===== config.mk =====
export PLATFORM = sky130hd
export DESIGN_NAME = thermometer_click_counter_unit
export DESIGN_NICKNAME = d
export VERILOG_FILES = /design/src/sv/tcc_pkg.sv /design/src/sv/tcc_cfg.sv /design/src/sv/tcc_core.sv /design/src/sv/thermometer_click_counter_unit.sv
export SDC_FILE = /design/constraint.sdc
export NUM_CORES = 1
export LEC_CHECK = 0
export ABC_AREA = 1
export BUFFER_PORTS_ARGS = -buffer_cell sky130_fd_sc_hd__buf_2
export CELL_PAD_IN_SITES_DETAIL_PLACEMENT = 1
export CELL_PAD_IN_SITES_GLOBAL_PLACEMENT = 2
export CORE_MARGIN = 1
export CORE_UTILIZATION = 38
export DETAILED_ROUTE_END_ITERATION = 10
export PLACE_DENSITY_LB_ADDON = 0.1
export SYNTH_ARGS = -nofsm -noshare
export SYNTH_HDL_FRONTEND = slang
export SYNTH_SLANG_ARGS = --single-unit
export TNS_END_PERCENT = 5

===== constraint.sdc =====
create_clock -name clk_i -period 4 [get_ports clk_i]
set_clock_uncertainty 0.1 [all_clocks]
set_input_delay 0.6 -clock clk_i [delete_from_list [all_inputs] [get_ports clk_i]]
set_output_delay 0.6 -clock clk_i [all_outputs]
set_load 0.01 [all_outputs]

===== src/sv/tcc_pkg.sv =====
`timescale 1ns / 1ps
// Shared types, constants and value helpers for the thermometer click counter.
// Depends on nothing; every other file of the block imports it.
package tcc_pkg;

  // Configuration register indexes.
  typedef enum logic [1:0] {
    CFG_AUTO_ROLLOVER    = 2'd0,
    CFG_ROLLOVER_FLASHES = 2'd1,
    CFG_FLASH_BIT        = 2'd2,
    CFG_DIM_MASK         = 2'd3
  } cfg_idx_e;

  // Power-on setup sequence, one-hot.
  typedef enum logic [2:0] {
    SETUP_WAIT_PRESS   = 3'b001,
    SETUP_WAIT_RELEASE = 3'b010,
    SETUP_RUN          = 3'b100
  } setup_e;

  localparam int unsigned LedCountDefault = 8;
  localparam logic [7:0] StartValue  = 8'h0f;
  localparam logic       AutoRollRst = 1'b1;
  localparam logic [7:0] RollFlashRst = 8'd3;
  localparam logic [2:0] FlashBitRst = 3'd6;
  localparam logic [7:0] DimMaskRst  = 8'h07;
  localparam int unsigned CfgDataW   = 8;

  typedef struct packed {
    logic       auto_rollover;
    logic [7:0] rollover_flashes;
    logic [2:0] flash_bit;
    logic [7:0] dim_mask;
  } cfg_t;

  typedef struct packed {
    logic [7:0] flash_count;
    logic       click_pressed;
    logic       add_pressed;
    logic       mode_held;
  } item_t;

  // Add one lit LED at the top of a thermometer value, saturating at the mask.
  function automatic logic [7:0] grow(input logic [7:0] v, input logic [7:0] m);
    if ((v & m) != m) begin
      return ((v << 1) | 8'd1) & m;
    end
    return m;
  endfunction

  // Remove the top LED, or wrap around when the value sits at its minimum.
  function automatic logic [7:0] shrink(input logic [7:0] v, input logic [7:0] lowest,
                                        input logic [7:0] wrapto);
    if (v != lowest) begin
      return v >> 1;
    end
    return wrapto;
  endfunction

endpackage


===== src/sv/tcc_cfg.sv =====
`timescale 1ns / 1ps
// Configuration register file of the thermometer click counter.
// Depends on tcc_pkg for the register index codes and the cfg_t bundle.
module tcc_cfg (
  input  logic                       clk_i,
  input  logic                       rst_ni,
  input  logic                       wr_i,
  input  logic [1:0]                 index_i,
  input  logic [tcc_pkg::CfgDataW-1:0] data_i,
  output tcc_pkg::cfg_t              cfg_o
);
  import tcc_pkg::*;

  cfg_t cfg_q, cfg_d;

  always_comb begin
    cfg_d = cfg_q;
    if (wr_i) begin
      unique case (cfg_idx_e'(index_i))
        CFG_AUTO_ROLLOVER:    cfg_d.auto_rollover    = data_i[0];
        CFG_ROLLOVER_FLASHES: cfg_d.rollover_flashes = data_i;
        CFG_FLASH_BIT:        cfg_d.flash_bit        = data_i[2:0];
        CFG_DIM_MASK:         cfg_d.dim_mask         = data_i;
        default: ;
      endcase
    end
  end

  always_ff @(posedge clk_i or negedge rst_ni) begin
    if (!rst_ni) begin
      cfg_q <= '{auto_rollover: AutoRollRst, rollover_flashes: RollFlashRst,
                 flash_bit: FlashBitRst, dim_mask: DimMaskRst};
    end else begin
      cfg_q <= cfg_d;
    end
  end

  assign cfg_o = cfg_q;

endmodule


===== src/sv/tcc_core.sv =====
`timescale 1ns / 1ps
// Tick logic of the thermometer click counter: setup sequence, value updates,
// rollover timeout and the LED byte. Depends on tcc_pkg.
module tcc_core #(
  parameter int unsigned LED_COUNT = tcc_pkg::LedCountDefault
) (
  input  logic          clk_i,
  input  logic          rst_ni,
  input  logic          step_i,
  input  tcc_pkg::item_t item_i,
  input  tcc_pkg::cfg_t  cfg_i,
  output logic [7:0]    leds_o
);
  import tcc_pkg::*;

  localparam logic [7:0] LedMask = (LED_COUNT >= 8) ? 8'hff : 8'((1 << LED_COUNT) - 1);

  setup_e     setup_q, setup_d;
  logic       perm_q, perm_d;
  logic [7:0] full_q, full_d;
  logic [7:0] turn_q, turn_d;
  logic [7:0] left_q, left_d;
  logic [7:0] seen_q, seen_d;
  logic       phase;

  assign phase = item_i.flash_count[cfg_i.flash_bit];

  always_comb begin
    setup_d = setup_q;
    perm_d  = perm_q;
    full_d  = full_q;
    turn_d  = turn_q;
    left_d  = left_q;
    seen_d  = seen_q;

    unique case (setup_q)
      SETUP_WAIT_PRESS: begin
        if (item_i.mode_held) begin
          setup_d = SETUP_WAIT_RELEASE;
        end
      end
      SETUP_WAIT_RELEASE: begin
        if (!item_i.mode_held) begin
          setup_d = SETUP_RUN;
          turn_d  = full_q;
        end
      end
      SETUP_RUN: perm_d = item_i.mode_held;
      default: ;
    endcase

    if (perm_d) begin
      if (item_i.add_pressed) begin
        full_d = grow(full_d, LedMask);
        left_d = '0;
      end
      if (item_i.click_pressed) begin
        full_d = shrink(full_d, 8'd1, 8'd1);
        left_d = '0;
      end
    end else begin
      if (item_i.add_pressed) begin
        turn_d = grow(turn_d, LedMask);
        left_d = '0;
      end
      if (item_i.click_pressed) begin
        turn_d = shrink(turn_d, 8'd0, full_d);
        left_d = '0;
      end
    end

    if (!phase) begin
      seen_d = '0;
    end
    if (left_d != '0) begin
      if (phase && (left_d != seen_d)) begin
        left_d = left_d - 8'd1;
        seen_d = left_d;
      end
      if (left_d == '0) begin
        turn_d = full_d;
      end
    end else if ((turn_d == '0) && cfg_i.auto_rollover) begin
      left_d = cfg_i.rollover_flashes;
    end

    if (perm_d) begin
      leds_o = phase ? full_d : 8'd0;
    end else begin
      leds_o = turn_d;
      if ((item_i.flash_count & cfg_i.dim_mask) == '0) begin
        leds_o = leds_o | full_d;
      end
    end
  end

  always_ff @(posedge clk_i or negedge rst_ni) begin
    if (!rst_ni) begin
      setup_q <= SETUP_WAIT_PRESS;
      perm_q  <= 1'b1;
      full_q  <= StartValue & LedMask;
      turn_q  <= StartValue & LedMask;
      left_q  <= '0;
      seen_q  <= '0;
    end else if (step_i) begin
      setup_q <= setup_d;
      perm_q  <= perm_d;
      full_q  <= full_d;
      turn_q  <= turn_d;
      left_q  <= left_d;
      seen_q  <= seen_d;
    end
  end

endmodule


===== src/sv/thermometer_click_counter_unit.sv =====
`timescale 1ns / 1ps
// Top level of the thermometer click counter: input and result registers around
// the tick logic and the configuration registers. Depends on tcc_pkg, tcc_cfg, tcc_core.
//
//  Channel        Direction  Word contents (lowest bit first)
//  s_axis         in         mode_held, add_pressed, click_pressed, flash_count[7:0]
//  m_axis         out        leds[7:0]
//  cfg            in         register index, 8-bit write data
//
// Every tick word yields exactly one LED word. A word is accepted into the input
// register, then the tick logic updates the state and loads the result register.
// Both sides run at one word per cycle; a stall on m_axis holds the result,
// then the input register, and only then drops s_axis_tready.
// Reset (rst_ni low, asynchronous) empties both registers and restores the
// power-on state and the register defaults; no clearing pass is needed.
module thermometer_click_counter_unit #(
  parameter int unsigned LED_COUNT = tcc_pkg::LedCountDefault
) (
  input  logic        clk_i,
  input  logic        rst_ni,
  // Tick words.
  input  logic        s_axis_tvalid,
  output logic        s_axis_tready,
  input  logic [15:0] s_axis_tdata,  // [0] mode_held, [1] add_pressed,
                                     // [2] click_pressed, [10:3] flash_count, rest zero
  // LED words.
  output logic        m_axis_tvalid,
  input  logic        m_axis_tready,
  output logic [7:0]  m_axis_tdata,  // [7:0] leds
  // Configuration writes.
  input  logic        cfg_valid_i,
  output logic        cfg_ready_o,
  input  logic [1:0]  cfg_index_i,
  input  logic [tcc_pkg::CfgDataW-1:0] cfg_data_i
);
  import tcc_pkg::*;

  cfg_t       cfg;
  item_t      item_q;
  logic       in_valid_q;
  logic       out_valid_q;
  logic [7:0] leds_q;
  logic [7:0] leds_d;
  logic       s_fire;
  logic       advance;

  // Registers are always writable; software must write only while idle (unchecked).
  assign cfg_ready_o = 1'b1;

  tcc_cfg u_cfg (
    .clk_i   (clk_i),
    .rst_ni  (rst_ni),
    .wr_i    (cfg_valid_i),
    .index_i (cfg_index_i),
    .data_i  (cfg_data_i),
    .cfg_o   (cfg)
  );

  // The held word moves on whenever the result register is empty or being drained.
  assign advance       = in_valid_q && (!out_valid_q || m_axis_tready);
  assign s_axis_tready = !in_valid_q || advance;
  assign s_fire        = s_axis_tvalid && s_axis_tready;

  always_ff @(posedge clk_i or negedge rst_ni) begin
    if (!rst_ni) begin
      in_valid_q <= 1'b0;
    end else if (s_axis_tready) begin
      in_valid_q <= s_axis_tvalid;
    end
  end

  // Payload register, no reset needed.
  always_ff @(posedge clk_i) begin
    if (s_fire) begin
      item_q <= item_t'(s_axis_tdata[10:0]);
    end
  end

  tcc_core #(
    .LED_COUNT (LED_COUNT)
  ) u_core (
    .clk_i  (clk_i),
    .rst_ni (rst_ni),
    .step_i (advance),
    .item_i (item_q),
    .cfg_i  (cfg),
    .leds_o (leds_d)
  );

  always_ff @(posedge clk_i or negedge rst_ni) begin
    if (!rst_ni) begin
      out_valid_q <= 1'b0;
    end else if (advance) begin
      out_valid_q <= 1'b1;
    end else if (m_axis_tready) begin
      out_valid_q <= 1'b0;
    end
  end

  always_ff @(posedge clk_i) begin
    if (advance) begin
      leds_q <= leds_d;
    end
  end

  assign m_axis_tvalid = out_valid_q;
  assign m_axis_tdata  = leds_q;

  // An accepted tick word is held in the input register on the next cycle.
  a_accept_held : assert property (@(posedge clk_i) disable iff (!rst_ni)
    s_fire |=> in_valid_q)
    else $error("accepted tick word not held");

  // A stalled result is never dropped.
  a_result_kept : assert property (@(posedge clk_i) disable iff (!rst_ni)
    out_valid_q && !m_axis_tready |=> out_valid_q)
    else $error("stalled LED word dropped");

  // With both registers full and the output stalled, the held word stays put.
  a_input_kept : assert property (@(posedge clk_i) disable iff (!rst_ni)
    in_valid_q && out_valid_q && !m_axis_tready |=> in_valid_q && !$past(s_axis_tready))
    else $error("held tick word lost under stall");

endmodule

* Yosys cells after proc, flatten, opt, wreduce, memory -nomap -nowiden
Index checks and enable logic that the tools add are counted.
** Word-level totals
- Register bits after elaboration :: 77
- Bits in latches :: 0
- Bits in writable memories :: 0
- Bits in read-only memories :: 0
- Input bits :: 31
- Output and inout bits :: 11
- Logic and storage cells :: 106
- Memories :: 0
** Operators by class
- $add $sub $neg :: 1
- Multipliers :: 0
- Divide/modulo/power cells :: 0
- Order comparisons :: 1
- Eq/ne operators :: 12
- Shift operators :: 0
- Muxes and demuxes :: 52
- Bitwise gates (word level) :: 2
- Reductions and logical operators :: 21
** Operator list (number)
- 2-to-1 mux 8 bit :: 32
- logical NOT 8 bit :: 3
- 2-to-1 mux 1 bit :: 16
- inequality test 8 bit (second input constant) :: 2
- nonzero test 8 bit :: 2
- AND 8 bit :: 1
- inequality test 8 x 1 -> 1 bit (second input constant) :: 1
- inequality test 8 bit :: 1
- bitwise OR 8 bit :: 1
- AND reduction 2 bit :: 4
- subtractor 8 x 1 -> 8 bit (second input constant) :: 1
- 2-to-1 mux 3 bit :: 2
- one-hot mux 3 bit (2 select lines) :: 1
- equality test 2 bit (second input constant) :: 2
- logical AND 1 bit :: 4
- less-than comparator 3 x 4 -> 1 bit (second input constant) :: 1
- inequality test 2 bit (second input constant) :: 2
- AND reduction 4 bit :: 1
- nonzero test 2 bit :: 2
- binary-select mux 1 bit (select 3 bit) :: 1
- equality test 3 x 1 -> 1 bit (second input constant) :: 1
- equality test 3 x 2 -> 1 bit (second input constant) :: 1
- equality test 3 bit (second input constant) :: 1
- equality test 2 x 1 -> 1 bit (second input constant) :: 1
- 3 further kinds :: 5

* Logic depth before layout (Yosys ltp)
Gate-level depths: netlist of the first run.
- Depth after elaboration :: 21
- Gate-level depth with buffers :: 22
- Gate-level depth less buffers :: 21

* By module
A second synthesis of the first run with hierarchy kept.
** Second synthesis, totals
- Cells, all modules :: 699
- Area total of the unflattened synthesis :: 5131.2 µm²
** By module, submodules not included
- tcc_core :: times used 1, cells each 574, area an instance 3612.2 µm², seq. area each 913.4 µm²
- tcc_cfg :: times used 1, cells each 92, area an instance 842.1 µm², seq. area each 510.5 µm²
- thermometer_click_counter_unit :: times used 1, cells each 33, area an instance 676.9 µm², seq. area each 620.6 µm²

* Least setup slack after synthesis of the first run
Ideal clock, no wire load.
- Path kind :: flip-flop to flip-flop
- Start point :: reg item_q[1] in the netlist's numbering
- End point :: reg leds_q[0] (netlist: m_axis_tdata[0]) (data pin)
- Library setup time :: 0.253 ns
- Arrival time :: 2.286 ns
- Required time :: 3.647 ns
- Slack :: 1.362 ns
- Stages on the path, launching flop included :: 19
- Path buffers :: 1
- Period minus slack after synthesis :: 2.638 ns
- Path through :: edfxtp_1 buf_2 nor2_4 nand2_1 ha_1 nand3_1 nor3_1 inv_1 nor2_1 inv_1 nor2_4 inv_1 nand3_1 nand2_4 nand3_4 o21ai_2 nand3_1 nand2_1 nand2_1
** Between the ends
- Longest elaborated chain between the ends :: 14
- Elaborated cells on any way between the ends :: 35
- Those cells by class :: add/sub: 1; eq/ne: 2; mux: 27; bitwise: 1; reduce/logical: 4
** RTL lines
- start: declaration :: RTL line thermometer_click_counter_unit.sv:39 : item_t item_q;
- start signal: assignment :: RTL line thermometer_click_counter_unit.sv:75 : item_q <= item_t'(s_axis_tdata[10:0]);
- parallel branches: the longest is 13 deep, another holds subtractor 8 x 1 -> 8 bit
- 2-to-1 mux 8 bit (*) :: RTL line tcc_core.sv:87 : if (perm_d) begin
- named net leds_d[0] :: RTL line thermometer_click_counter_unit.sv:43 : logic [7:0] leds_d;
- end signal: assignment :: RTL line thermometer_click_counter_unit.sv:102 : leds_q <= leds_d;
- end: declaration :: RTL line thermometer_click_counter_unit.sv:42 : logic [7:0] leds_q;
Mark *: on every way through the listed nets, which the timed path passes. The select of a mux whose other input is x is not followed.
A chain may end at the register's enable or synchronous reset.

* Worst setup path after layout of the first run
- Start point :: reg u_cfg.cfg_q (netlist bit u_cfg.cfg_o[9])
- End point :: reg leds_q[7] (netlist: m_axis_tdata[7]) (data pin)
** Between the ends
- Longest elaborated chain between the ends :: 13
- Elaborated cells on any way between the ends :: 14
- Those cells by class :: eq/ne: 1; mux: 10; bitwise: 1; reduce/logical: 2
** RTL lines
- start: declaration :: RTL line tcc_cfg.sv:14 : cfg_t cfg_q, cfg_d;
- start signal: assignment :: RTL line tcc_cfg.sv:31 : cfg_q <= '{auto_rollover: AutoRollRst, rollover_flashes: RollFlashRst,
- start signal: assignment :: RTL line tcc_cfg.sv:34 : cfg_q <= cfg_d;
- binary-select mux 1 bit (select 3 bit) (*) :: RTL line tcc_core.sv:26 : assign phase = item_i.flash_count[cfg_i.flash_bit];
- 2-to-1 mux 1 bit (not written as such) (*) :: RTL line tcc_core.sv:26
- 2-to-1 mux 8 bit :: RTL line tcc_core.sv:72 : if (!phase) begin
- inequality test 8 bit :: RTL line tcc_core.sv:76 : if (phase && (left_d != seen_d)) begin
- logical AND 1 bit :: RTL line tcc_core.sv:76
- 2-to-1 mux 8 bit :: RTL line tcc_core.sv:76
- 2-to-1 mux 8 bit :: RTL line tcc_core.sv:75 : if (left_d != '0) begin
- logical NOT 8 bit :: RTL line tcc_core.sv:80 : if (left_d == '0) begin
- 2-to-1 mux 8 bit :: RTL line tcc_core.sv:80
- 2-to-1 mux 8 bit :: RTL line tcc_core.sv:75
- bitwise OR 8 bit :: RTL line tcc_core.sv:92 : leds_o = leds_o | full_d;
- 2-to-1 mux 8 bit :: RTL line tcc_core.sv:91 : if ((item_i.flash_count & cfg_i.dim_mask) == '0) begin
- 2-to-1 mux 8 bit (*) :: RTL line tcc_core.sv:87
- named net leds_d[7] :: RTL line thermometer_click_counter_unit.sv:43
The timed path passes the listed nets; every way through them passes the cells marked *. The select of a mux whose other input is x is not followed.

==> results of run 1 <==
-- metrics by stage --
| step | instances | util (%) | area (sq um) | setup slack, ns | hold slack, ns |
|---|---|---|---|---|---|
| after floorplan | 669 | - | 5140 | 1.36 | 0.204 |
| after global placement | 867 | 41.5 | 5480 | 0.842 | 0.364 |
| after detailed placement | 867 | 41.5 | 5480 | 0.840 | 0.373 |
| after CTS | 883 | 43.8 | 5770 | 0.812 | 0.314 |
| after global routing | 883 | 43.8 | 5770 | 0.545 | 0.318 |
| final | 883 | 43.8 | 5770 | 0.841 | 0.323 |
-- how the worst min path moves through the flow --
stage | end | cells past startpoint | from | slack, ns
2_1_floorplan | in_valid_q | 0 | rst_ni | 0.20
3_3_place_gp | u_core.left_q[1] | 2 | u_core.left_q[1] | 0.36
3_5_place_dp | u_core.left_q[1] | 2 | u_core.left_q[1] | 0.37
4_1_cts | item_q[2] | 1 | s_axis_tdata[2] | 0.31
5_1_grt | item_q[8] | 1 | s_axis_tdata[8] | 0.32
6_report | item_q[2] | 1 | s_axis_tdata[2] | 0.32
-- layout by cell type (no fill, tap or decap), drive strengths merged --
cell / synthesis / final
o21ai: 80 / 80
mux2i: 1 / 1
dfstp: 18 / 18
nand3: 78 / 78
or2: 1 / 1
nor2: 44 / 44
nand4: 9 / 9
clkinv: 5 / 7
ha: 1 / 1
buf: 13 / 44
and3: 1 / 1
conb: 1 / 1
inv: 78 / 80
xor2: 4 / 4
o21bai: 2 / 2
nor3: 6 / 6
o22ai: 13 / 13
dfrtp: 40 / 40
xnor2: 1 / 1
edfxtp: 19 / 19
clkbuf: 9 / 11
a21oi: 20 / 20
a211oi: 1 / 1
clkinvlp: 0 / 1
nand2: 219 / 219
o21a: 2 / 2
o211ai: 3 / 3
-- state kept, by name (all words and copies together), names as in the netlist --
register,count
u_cfg.cfg_o,20
item_q,11
m_axis_tdata,8
u_core.full_q,8
u_core.left_q,8
u_core.seen_q,8
u_core.turn_q,8
u_core.setup_q,3
in_valid_q,1
m_axis_tvalid,1
u_core.perm_q,1
-- kinds of logic (layout without fill, tap and decap cells) --
| kind of cell | Yosys count | count (layout) | share of synthesized area, % |
|---|---|---|---|
| AO/OA/AOI/OAI | 121 | 121 | 14.0 |
| XOR/XNOR | 5 | 5 | 0.852 |
| adder cells (fa/ha/maj) | 1 | 1 | 0.244 |
| buffers and inverters | 105 | 143 | 8.69 |
| flip-flops | 77 | 77 | 39.8 |
| multiplexers | 1 | 1 | 0.438 |
| other | 1 | 1 | 0.0730 |
| AND/OR/NAND/NOR | 358 | 358 | 35.9 |
-- power groups by stage --
stage | clock (uW) | sequential [uW] | combinational (uW)
after floorplan | 0 | 1260 | 1680
after global placement | 0 | 1270 | 2180
after detailed placement | 0 | 1280 | 2240
after CTS | 845 | 1270 | 2260
after global routing | 874 | 1300 | 2480
final | 827 | 1270 | 2230
-- final cells by class --
cell class	count	area [sq um]	share of cell area (%)
repair buffers	44	243	4.21
inverters	83	322	5.57
flip-flops and latches	77	2040	35.4
clock inverters	5	38.8	0.672
multi-input cells	487	2650	45.9
well taps	176	220	3.82
clock buffers	11	254	4.40
-- per-layer routing --
layer  vias to the layer above  part of all wire (%)  global-route usage, %
li1                       2253                     -                      -
met1                      2294                    44                   26.8
met2                        53                    52                   40.7
met3                        29                   1.9                   3.52
met4                         0                   2.2                   9.13
met5                         -                     0                      0
==> results.sh, run 1 <==
export IMPL_clkPwrFrac_pct=19.1
export IMPL_crit_reg2reg_capture="m_axis_tdata[7]"
export IMPL_clockRootBuffer="clkbuf_16"
export IMPL_reg2reg_slack_ns=0.84
export IMPL_fillCellCount=1644
export IMPL_leakagePower_uw=0.00275
export IMPL_required_ns=3.98
export IMPL_p_comb_share_pct=51.6
export IMPL_post_drt_wl_per_cell_um=16.6
export IMPL_crit_arrival_ns=3.14
export IMPL_crit_chain="inv_1 > nand3_2 > nand3_4 > nand2_4 > clkinv_4 > nand3_1 > nand2_1 > nand2_2 > nor2_4 > nand2_4 > nand2_8 > nor2_8 > nand2_4 > nand2_4 > nand3_4 > o21bai_2 > nand3_1 > nand2_1 > nand2_1"
export IMPL_path_depth=19
export IMPL_synth_top_cell_area_share_pct=19.5
export IMPL_grt_max_degree=45
export IMPL_maxSlewHeadroom_pct=31.8
export IMPL_slew_violations=0
export IMPL_yosys_top_cells_count="203 x nand2_1, 69 x inv_1, 53 x nand3_1"
export IMPL_post_cts_setup_buffers=0
export IMPL_syn_to_final_growth_pct=12.3
export IMPL_synth_ff_type="dfrtp_1"
export IMPL_p_per_area_nw_per_um2=749
export IMPL_start_kind="register"
export IMPL_die_h_um=118
export IMPL_hold_viol=0
export IMPL_cts_sinks=77
export IMPL_nets=734
export IMPL_slowest_stage="dfstp_2"
export IMPL_ys_seq_elements=77
export IMPL_drtPass1Iterations=4
export IMPL_ioPinCount=42
export IMPL_postCtsResizedCells=0
export IMPL_worst_pin_slew_ns=1.02
export IMPL_portBuffers=35
export IMPL_start_util_pct=38.9
export IMPL_route_detailed_drc=0
export IMPL_h_tree_depth=3
export IMPL_synth_fp_nets=701
export IMPL_ys_types=44
export IMPL_rsz0062_at_grt="no"
export IMPL_clockBufferDepth=2
export IMPL_holdCritPathClass="in -> reg"
export IMPL_syn_area_per_cell_sq_um=7.68
export IMPL_first_iter_violations=195
export IMPL_rows=42
export IMPL_synth_seq_area_share_pct=39.8
export IMPL_clk_latency_ns=0.35
export IMPL_dieArea_sq_um=14000
export IMPL_total_power_uw=4330
export IMPL_totalWireLength_mm=14.7
export IMPL_async_flop_share_pct=75.3
export IMPL_drive_gt1_share_pct=23.5
export IMPL_power_switching_uw=2060
export IMPL_via_per_inst=5.24
export IMPL_worst_path_dominant_cell_family="simple AND/OR/NAND/NOR gates"
export IMPL_cts_hold_buf=0
export IMPL_die_w_um=118
export IMPL_startpoint="u_cfg.cfg_o[9]"
export IMPL_reg2reg_depth=19
export IMPL_finalCriticalPeriod_ns=3.16
export IMPL_crit_fanout=16
export IMPL_gp_congestion=0.837
export IMPL_worstSetupEndpoint="m_axis_tdata[7]"
export IMPL_ir_drop_uv=306
export IMPL_netSwitchingFraction_pct=47.7
export IMPL_synth_top_cell_by_area="dfrtp_1"
export IMPL_endpoint_kind="register"
export IMPL_antenna_found_initial=0
export IMPL_grt_pass1_wl_mm=24.7
export IMPL_fin_setup_tns_ns=0
export IMPL_worst_r2r_startpoint="u_cfg.cfg_o[9]"
export IMPL_synth_edf_count=19
export IMPL_ys_top_cells_by_area="dfrtp_1 19%, nand2_1 15%, edfxtp_1 11%"
export IMPL_synthCells=669
export IMPL_vias=4629
export IMPL_p_seq_share_pct=29.3
export IMPL_slowest_delay_ns=0.58
export IMPL_post_route_period_util_pct=79.0
export IMPL_overflow=0
export IMPL_power_internal_uw=2260
export IMPL_grt_usage_pct=22.7
export IMPL_crit_buf_inv=2
export IMPL_path_clk_slew_ns=0.07
export IMPL_core_area_sq_um=13200
export IMPL_antennaDiodeCount=0
export IMPL_ant_nets=0
export IMPL_cts_tree="built"
export IMPL_outcome="finished clean"
export IMPL_post_synth_top_count_cell="nand2_1"
export IMPL_worstSetupPathType="reg -> reg"
export IMPL_yosysWarnings=0
export IMPL_cts_inserted_buffers=9
export IMPL_dpl_hpwl_mm=10.7
export IMPL_max_freq_mhz=317
export IMPL_setup_viol=0
export IMPL_grt_pass1_vias=5022
export IMPL_cap_violations=0
export IMPL_netlist_area_sq_um=5140
export IMPL_critPathMostFrequentCell="nand2_4"
(Power assumes the default switching activity.)
==> run 2, diff against run 1 <==
--- a/config.mk
+++ b/config.mk
@@ -10,7 +10,7 @@
 export CELL_PAD_IN_SITES_DETAIL_PLACEMENT = 1
 export CELL_PAD_IN_SITES_GLOBAL_PLACEMENT = 2
 export CORE_MARGIN = 1
-export CORE_UTILIZATION = 38
+export CORE_UTILIZATION = 32
 export DETAILED_ROUTE_END_ITERATION = 10
 export PLACE_DENSITY_LB_ADDON = 0.1
 export SYNTH_ARGS = -nofsm -noshare
==> constraint.sdc (replaced) <==
create_clock -name clk_i -period 2.8 [get_ports clk_i]
set_clock_uncertainty 0.1 [all_clocks]
set_input_delay 0.42 -clock clk_i [delete_from_list [all_inputs] [get_ports clk_i]]
set_output_delay 0.42 -clock clk_i [all_outputs]
set_load 0.01 [all_outputs]
==> run 2 against run 1 <==
Critical path depth decreased by 1. Via count increased by 1.9%. Sequential share of layout area fell by 3.4 points. Utilization shrank 2.4 points. First-iteration DRC count is 4.6% lower. Power grew 56%. The flow now finishes with violations (negative setup slack). Largest cell class unchanged. Count of clock-buffer cells in the layout increased by 1. Largest power group unchanged. Critical path type unchanged. Critical endpoint is now m_axis_tdata[4].
==> results.sh, run 2 (synthesis gave the netlist of run 1 again) <==
export IMPL_outcome="complete, but fails checks"
export IMPL_violations="negative setup slack"
export IMPL_setup_viol=10
export IMPL_slowest_stage="dfstp_2"
export IMPL_final_common_cell="nand2_1"
export IMPL_power_internal_uw=3620
export IMPL_portBuffers=35
export IMPL_hold_viol=0
export IMPL_netSwitchingFraction_pct=46.3
export IMPL_maxSlewHeadroom_pct=43.8
export IMPL_core_area_sq_um=15400
export IMPL_p_seq_share_pct=27.3
export IMPL_start_kind="register"
export IMPL_multi_input_area_sq_um=2780
export IMPL_cts_sinks=77
export IMPL_h_tree_depth=3
export IMPL_overflow=0
export IMPL_post_drt_wl_per_cell_um=16.3
export IMPL_route_detailed_drc=0
export IMPL_clk_latency_ns=0.35
export IMPL_seq_area_sq_um=2050
export IMPL_grt_pass1_vias=5049
export IMPL_dieArea_sq_um=16600
export IMPL_endpoint_kind="register"
export IMPL_via_per_inst=4.86
export IMPL_worst_path_dominant_cell_family="simple AND/OR/NAND/NOR gates"
export IMPL_largest_reg_flops=20
export IMPL_p_per_area_nw_per_um2=1060
export IMPL_first_iter_violations=186
export IMPL_cap_violations=0
export IMPL_clockBufferDepth=2
export IMPL_crit_arrival_ns=2.93
export IMPL_layout_setup_ws_ns=-0.133
export IMPL_leakagePower_uw=0.00306
export IMPL_worst_pin_slew_ns=0.843
export IMPL_design_area_sq_um=6390
export IMPL_dpl_hpwl_mm=11.7
export IMPL_ioPinCount=42
export IMPL_rows=45
export IMPL_path_clk_slew_ns=0.07
export IMPL_grt_max_degree=59
export IMPL_required_ns=2.79
export IMPL_drtPass1Iterations=4
export IMPL_die_w_um=129
export IMPL_crit_fanout=8
export IMPL_p_comb_share_pct=55.4
export IMPL_rsz0062_at_grt="yes"
export IMPL_crit_chain="buf_6 > nand3_4 > nand3_4 > nand2_4 > o21ai_0 > nand2_1 > nand2_1 > nor2_2 > nand2_4 > nand2_8 > nand2_4 > nand2_4 > nor2_4 > nand3_4 > o21ai_2 > nand3_1 > nand2_1 > nand2_1"
export IMPL_vias=4718
export IMPL_grt_pass1_wl_mm=25.9
export IMPL_layout_common_cells="190 x nand2_1, 68 x inv_1, 55 x buf_4"
export IMPL_place_area_sq_um=5910
export IMPL_ir_drop_uv=432
export IMPL_die_h_um=129
export IMPL_nets=786
export IMPL_slew_violations=0
export IMPL_fillCellCount=1923
export IMPL_cts_hold_buf=0
export IMPL_finalCriticalPeriod_ns=2.93
export IMPL_post_route_util_pct=41.4
export IMPL_slowest_delay_ns=0.58
export IMPL_whs_ns=0.141
export IMPL_worstSetupPathType="reg -> reg"
export IMPL_antennaDiodeCount=0
export IMPL_drive_gt1_share_pct=31.6
export IMPL_grt_usage_pct=20.6
export IMPL_clkPwrFrac_pct=17.3
export IMPL_ant_nets=0
export IMPL_totalWireLength_mm=15.8
export IMPL_cts_inserted_buffers=9
export IMPL_antenna_found_initial=0
export IMPL_post_route_period_util_pct=105
export IMPL_power_switching_uw=3120
export IMPL_start_util_pct=33.3
export IMPL_gp_congestion=0.777
export IMPL_crit_buf_inv=1
export IMPL_holdCritPathClass="in -> reg"
export IMPL_cts_tree="built"
export IMPL_syn_to_final_growth_pct=24.3
export IMPL_max_freq_mhz=341
export IMPL_clockRootBuffer="clkbuf_16"
-- run 2: cell count changes in the layout (fill, tap and decap cells not counted), sizes merged --
cell and delta:
buf +51, clkinv -1, clkbuf +2
-- run 2: worst register-to-register path, cell delays in order (launching register included) --
cell     delay, ns
dfstp_2       0.58
buf_6         0.12
nand3_4       0.08
nand3_4       0.14
nand2_4       0.11
o21ai_0       0.17
nand2_1       0.09
nand2_1       0.09
nor2_2        0.05
nand2_4       0.14
nand2_8       0.12
nand2_4       0.10
nand2_4       0.05
nor2_4        0.14
nand3_4       0.18
o21ai_2       0.19
nand3_1       0.11
nand2_1       0.07
nand2_1       0.06
-- run 2: stage by stage --
stage	setup slack [ns]	cells	setup TNS (ns)	total power [uW]
after detailed placement	-0.158	952	-1.27	5430
after CTS	-0.131	968	-0.772	6730
final	-0.133	970	-0.938	6740
after global placement	-0.0725	952	-0.509	5340
after global routing	-0.300	970	-4.09	7290
after floorplan	0.162	669	0	4210
-- run 2: worst paths after layout --
path	startpoint	to	slack, ns	cells after the start
max	u_cfg.cfg_o[9]	m_axis_tdata[4]	-0.13	18
min	s_axis_tdata[3]	item_q[3]	0.14	1
max reg2reg	u_cfg.cfg_o[9]	m_axis_tdata[4]	-0.13	18
min reg2reg	u_core.setup_q[0]	u_core.setup_q[0]	0.39	2
max in group asynchronous	rst_ni	u_cfg.cfg_o[8]	1.83	2
min in group asynchronous	rst_ni	u_cfg.cfg_o[7]	0.15	2
-- run 2: repair_timing --
action                                  CTS  global route
resized for setup                        20            19
pin swaps                                 8            18
buffers inserted                          0             1
endpoints found under the setup margin   24            24
cloned                                    0             1
-- run 2: layout make-up --
class	instances	area share (%)
timing repair buffer	96	10.6
inverter	83	5.15
clock buffer	12	4.04
clock inverter	4	0.490
tap	211	4.13
multi-input combinational	487	43.5
sequential	77	32.0
-- run 2: metal layers --
metal / share of wire, % / global-route usage [%] / vias up
met5: 0 / 0 / -
met2: 52 / 37.5 / 41
met4: 2.0 / 6.64 / 0
met3: 2.1 / 3.87 / 22
met1: 44 / 24.2 / 2294
li1: - / - / 2361
-- run 2: power groups by stage --
stage	sequential (uW)	combinational, uW	clock (uW)
final	1840	3740	1170
after global routing	1880	4150	1250
after CTS	1840	3700	1190
after detailed placement	1850	3580	0
after global placement	1840	3510	0
after floorplan	1800	2410	0
==> run 3, diff against run 2 <==
--- a/config.mk
+++ b/config.mk
@@ -12,7 +12,7 @@
 export CORE_MARGIN = 1
 export CORE_UTILIZATION = 32
 export DETAILED_ROUTE_END_ITERATION = 10
-export PLACE_DENSITY_LB_ADDON = 0.1
+export PLACE_DENSITY = 0.75
 export SYNTH_ARGS = -nofsm -noshare
 export SYNTH_HDL_FRONTEND = slang
 export SYNTH_SLANG_ARGS = --single-unit
==> run 3 against run 2 <==
The run still ends with negative setup slack left. Critical path depth grew 4. Die area is the same. Count of clock-buffer cells in the layout shrank 2. First-iteration DRC count grew 16%. Via count grew 4.5%. Utilization grew 3.2 points. Sequential share of layout area shrank 2.3 points. Cell count grew 3.2%. Largest power group unchanged. Combinational power grew 18%.
==> results.sh, run 3 (synthesis gave the netlist of run 1 again) <==
export IMPL_drive_gt1_share_pct=36.7
export IMPL_clockBufferDepth=2
export IMPL_worstSetupPathType="reg -> reg"
export IMPL_hold_viol=0
export IMPL_holdCritPathClass="in -> reg"
export IMPL_rsz0062_at_grt="yes"
export IMPL_hp_start="s_axis_tdata[8]"
export IMPL_crit_buf_inv=5
export IMPL_worst_path_dominant_cell_family="simple AND/OR/NAND/NOR gates"
export IMPL_first_iter_violations=216
export IMPL_grt_max_degree=59
export IMPL_required_ns=2.79
export IMPL_antenna_found_initial=0
export IMPL_crit_fanout=8
export IMPL_cts_sinks=77
export IMPL_place_area_sq_um=6010
export IMPL_placedCellCount=964
export IMPL_crit_arrival_ns=3.02
export IMPL_layout_setup_ws_ns=-0.233
export IMPL_antennaDiodeCount=0
export IMPL_path_clk_slew_ns=0.06
export IMPL_fin_setup_tns_ns=-3.16
export IMPL_core_area_sq_um=15400
export IMPL_final_common_cell="nand2_1"
export IMPL_die_w_um=129
export IMPL_cts_inserted_buffers=9
export IMPL_cap_violations=0
export IMPL_worst_pin_slew_ns=0.752
export IMPL_vias=4930
export IMPL_p_seq_share_pct=24.6
export IMPL_post_route_period_util_pct=108
export IMPL_worst_r2r_startpoint="u_cfg.cfg_o[9]"
export IMPL_startpoint="u_cfg.cfg_o[9]"
export IMPL_whs_ns=0.148
export IMPL_clockRootBuffer="clkbuf_16"
export IMPL_clk_latency_ns=0.35
export IMPL_post_drt_wl_per_cell_um=16.7
export IMPL_netSwitchingFraction_pct=46.4
export IMPL_clkPwrFrac_pct=16.1
export IMPL_ioPinCount=42
export IMPL_die_h_um=129
export IMPL_via_per_inst=4.93
export IMPL_leakagePower_uw=0.00326
export IMPL_totalWireLength_mm=16.7
export IMPL_slowest_stage="dfstp_2"
export IMPL_violations="negative setup slack"
export IMPL_p_per_area_nw_per_um2=1080
export IMPL_power_internal_uw=3980
export IMPL_drtPass1Iterations=4
export IMPL_ir_drop_uv=366
export IMPL_overflow=0
export IMPL_ant_nets=0
export IMPL_maxSlewHeadroom_pct=49.7
export IMPL_p_comb_share_pct=59.3
export IMPL_finalCriticalPeriod_ns=3.03
export IMPL_nets=817
export IMPL_start_util_pct=33.3
export IMPL_dpl_hpwl_mm=11.7
export IMPL_gp_congestion=0.802
export IMPL_grt_pass1_wl_mm=27.0
export IMPL_portBuffers=35
export IMPL_power_switching_uw=3450
export IMPL_grt_pass1_vias=5162
export IMPL_endpoint_kind="register"
export IMPL_crit_chain="inv_2 > nand3_4 > nand3_4 > buf_6 > nand4_1 > nand2_1 > inv_2 > nand2_2 > nor2_4 > nand2_8 > nand2_8 > nand2_4 > nand2_4 > nor2_4 > buf_6 > nand2_4 > nor2_8 > buf_4 > nand3_2 > nand3_1 > nand2_1 > nand2_1"
export IMPL_h_tree_depth=3
export IMPL_fin_cells=1001
export IMPL_largest_reg_flops=20
export IMPL_syn_to_final_growth_pct=33.8
export IMPL_slowest_delay_ns=0.60
export IMPL_slew_violations=0
export IMPL_rows=45
export IMPL_start_kind="register"
export IMPL_route_detailed_drc=0
export IMPL_dieArea_sq_um=16600
export IMPL_outcome="complete, but fails checks"
export IMPL_design_area_sq_um=6870
export IMPL_max_freq_mhz=330
export IMPL_grt_usage_pct=21.5
export IMPL_setup_viol=16
export IMPL_cts_tree="built"
export IMPL_layout_common_cells="182 x nand2_1, 75 x buf_4, 66 x inv_1"
run 3: repair_timing:
action / in CTS / in global routing
pin swaps: 25 / 38
gates resized for setup: 34 / 43
endpoints found under the setup margin: 18 / 26
cloned: 3 / 0
hold buffers: 1 / 0
endpoints found under the hold margin: 28 / 0
setup buffers: 7 / 11
run 3: power by group through the flow:
stage	sequential, uW	combinational [uW]	clock, uW
6_report	1830	4410	1200
4_1_cts	1820	4020	1230
5_1_grt	1860	4810	1270
2_1_floorplan	1800	2410	0
3_5_place_dp	1830	3690	0
3_3_place_gp	1820	3580	0
run 3: final cells by class:
type	count	area, sq um
clock buffer	10	229
clock inverter	6	68.8
fill	1908	8550
inverter	83	332
multi-input combinational	489	2970
sequential	77	2050
tap	211	264
timing repair buffer	125	967
run 3: final timing paths:
path                               endpoint  depth (start not counted)  slack [ns]
max                         m_axis_tdata[5]                         22       -0.23
max reg2reg                 m_axis_tdata[5]                         22       -0.23
max in group asynchronous  u_core.turn_q[1]                          3        1.74
min                               item_q[8]                          1        0.15
min reg2reg                 u_cfg.cfg_o[12]                          2        0.39
min in group asynchronous  u_core.turn_q[4]                          3        0.50
run 3: layer usage:
layer	GRT usage [%]	vias up	routed length, um
met5	0	-	0
met4	7.34	0	337
met1	27.5	2383	7580
met3	3.66	23	500
met2	36.7	87	8280
li1	-	2437	-
run 3: per-stage QoR:
step | util (%) | total power [uW] | worst slack (ns)
after floorplan | - | 4210 | 0.162
after global placement | 39.0 | 5400 | -0.121
after detailed placement | 39.0 | 5520 | -0.293
after CTS | 42.7 | 7080 | -0.241
after global routing | 44.5 | 7950 | -0.347
final | 44.5 | 7430 | -0.233
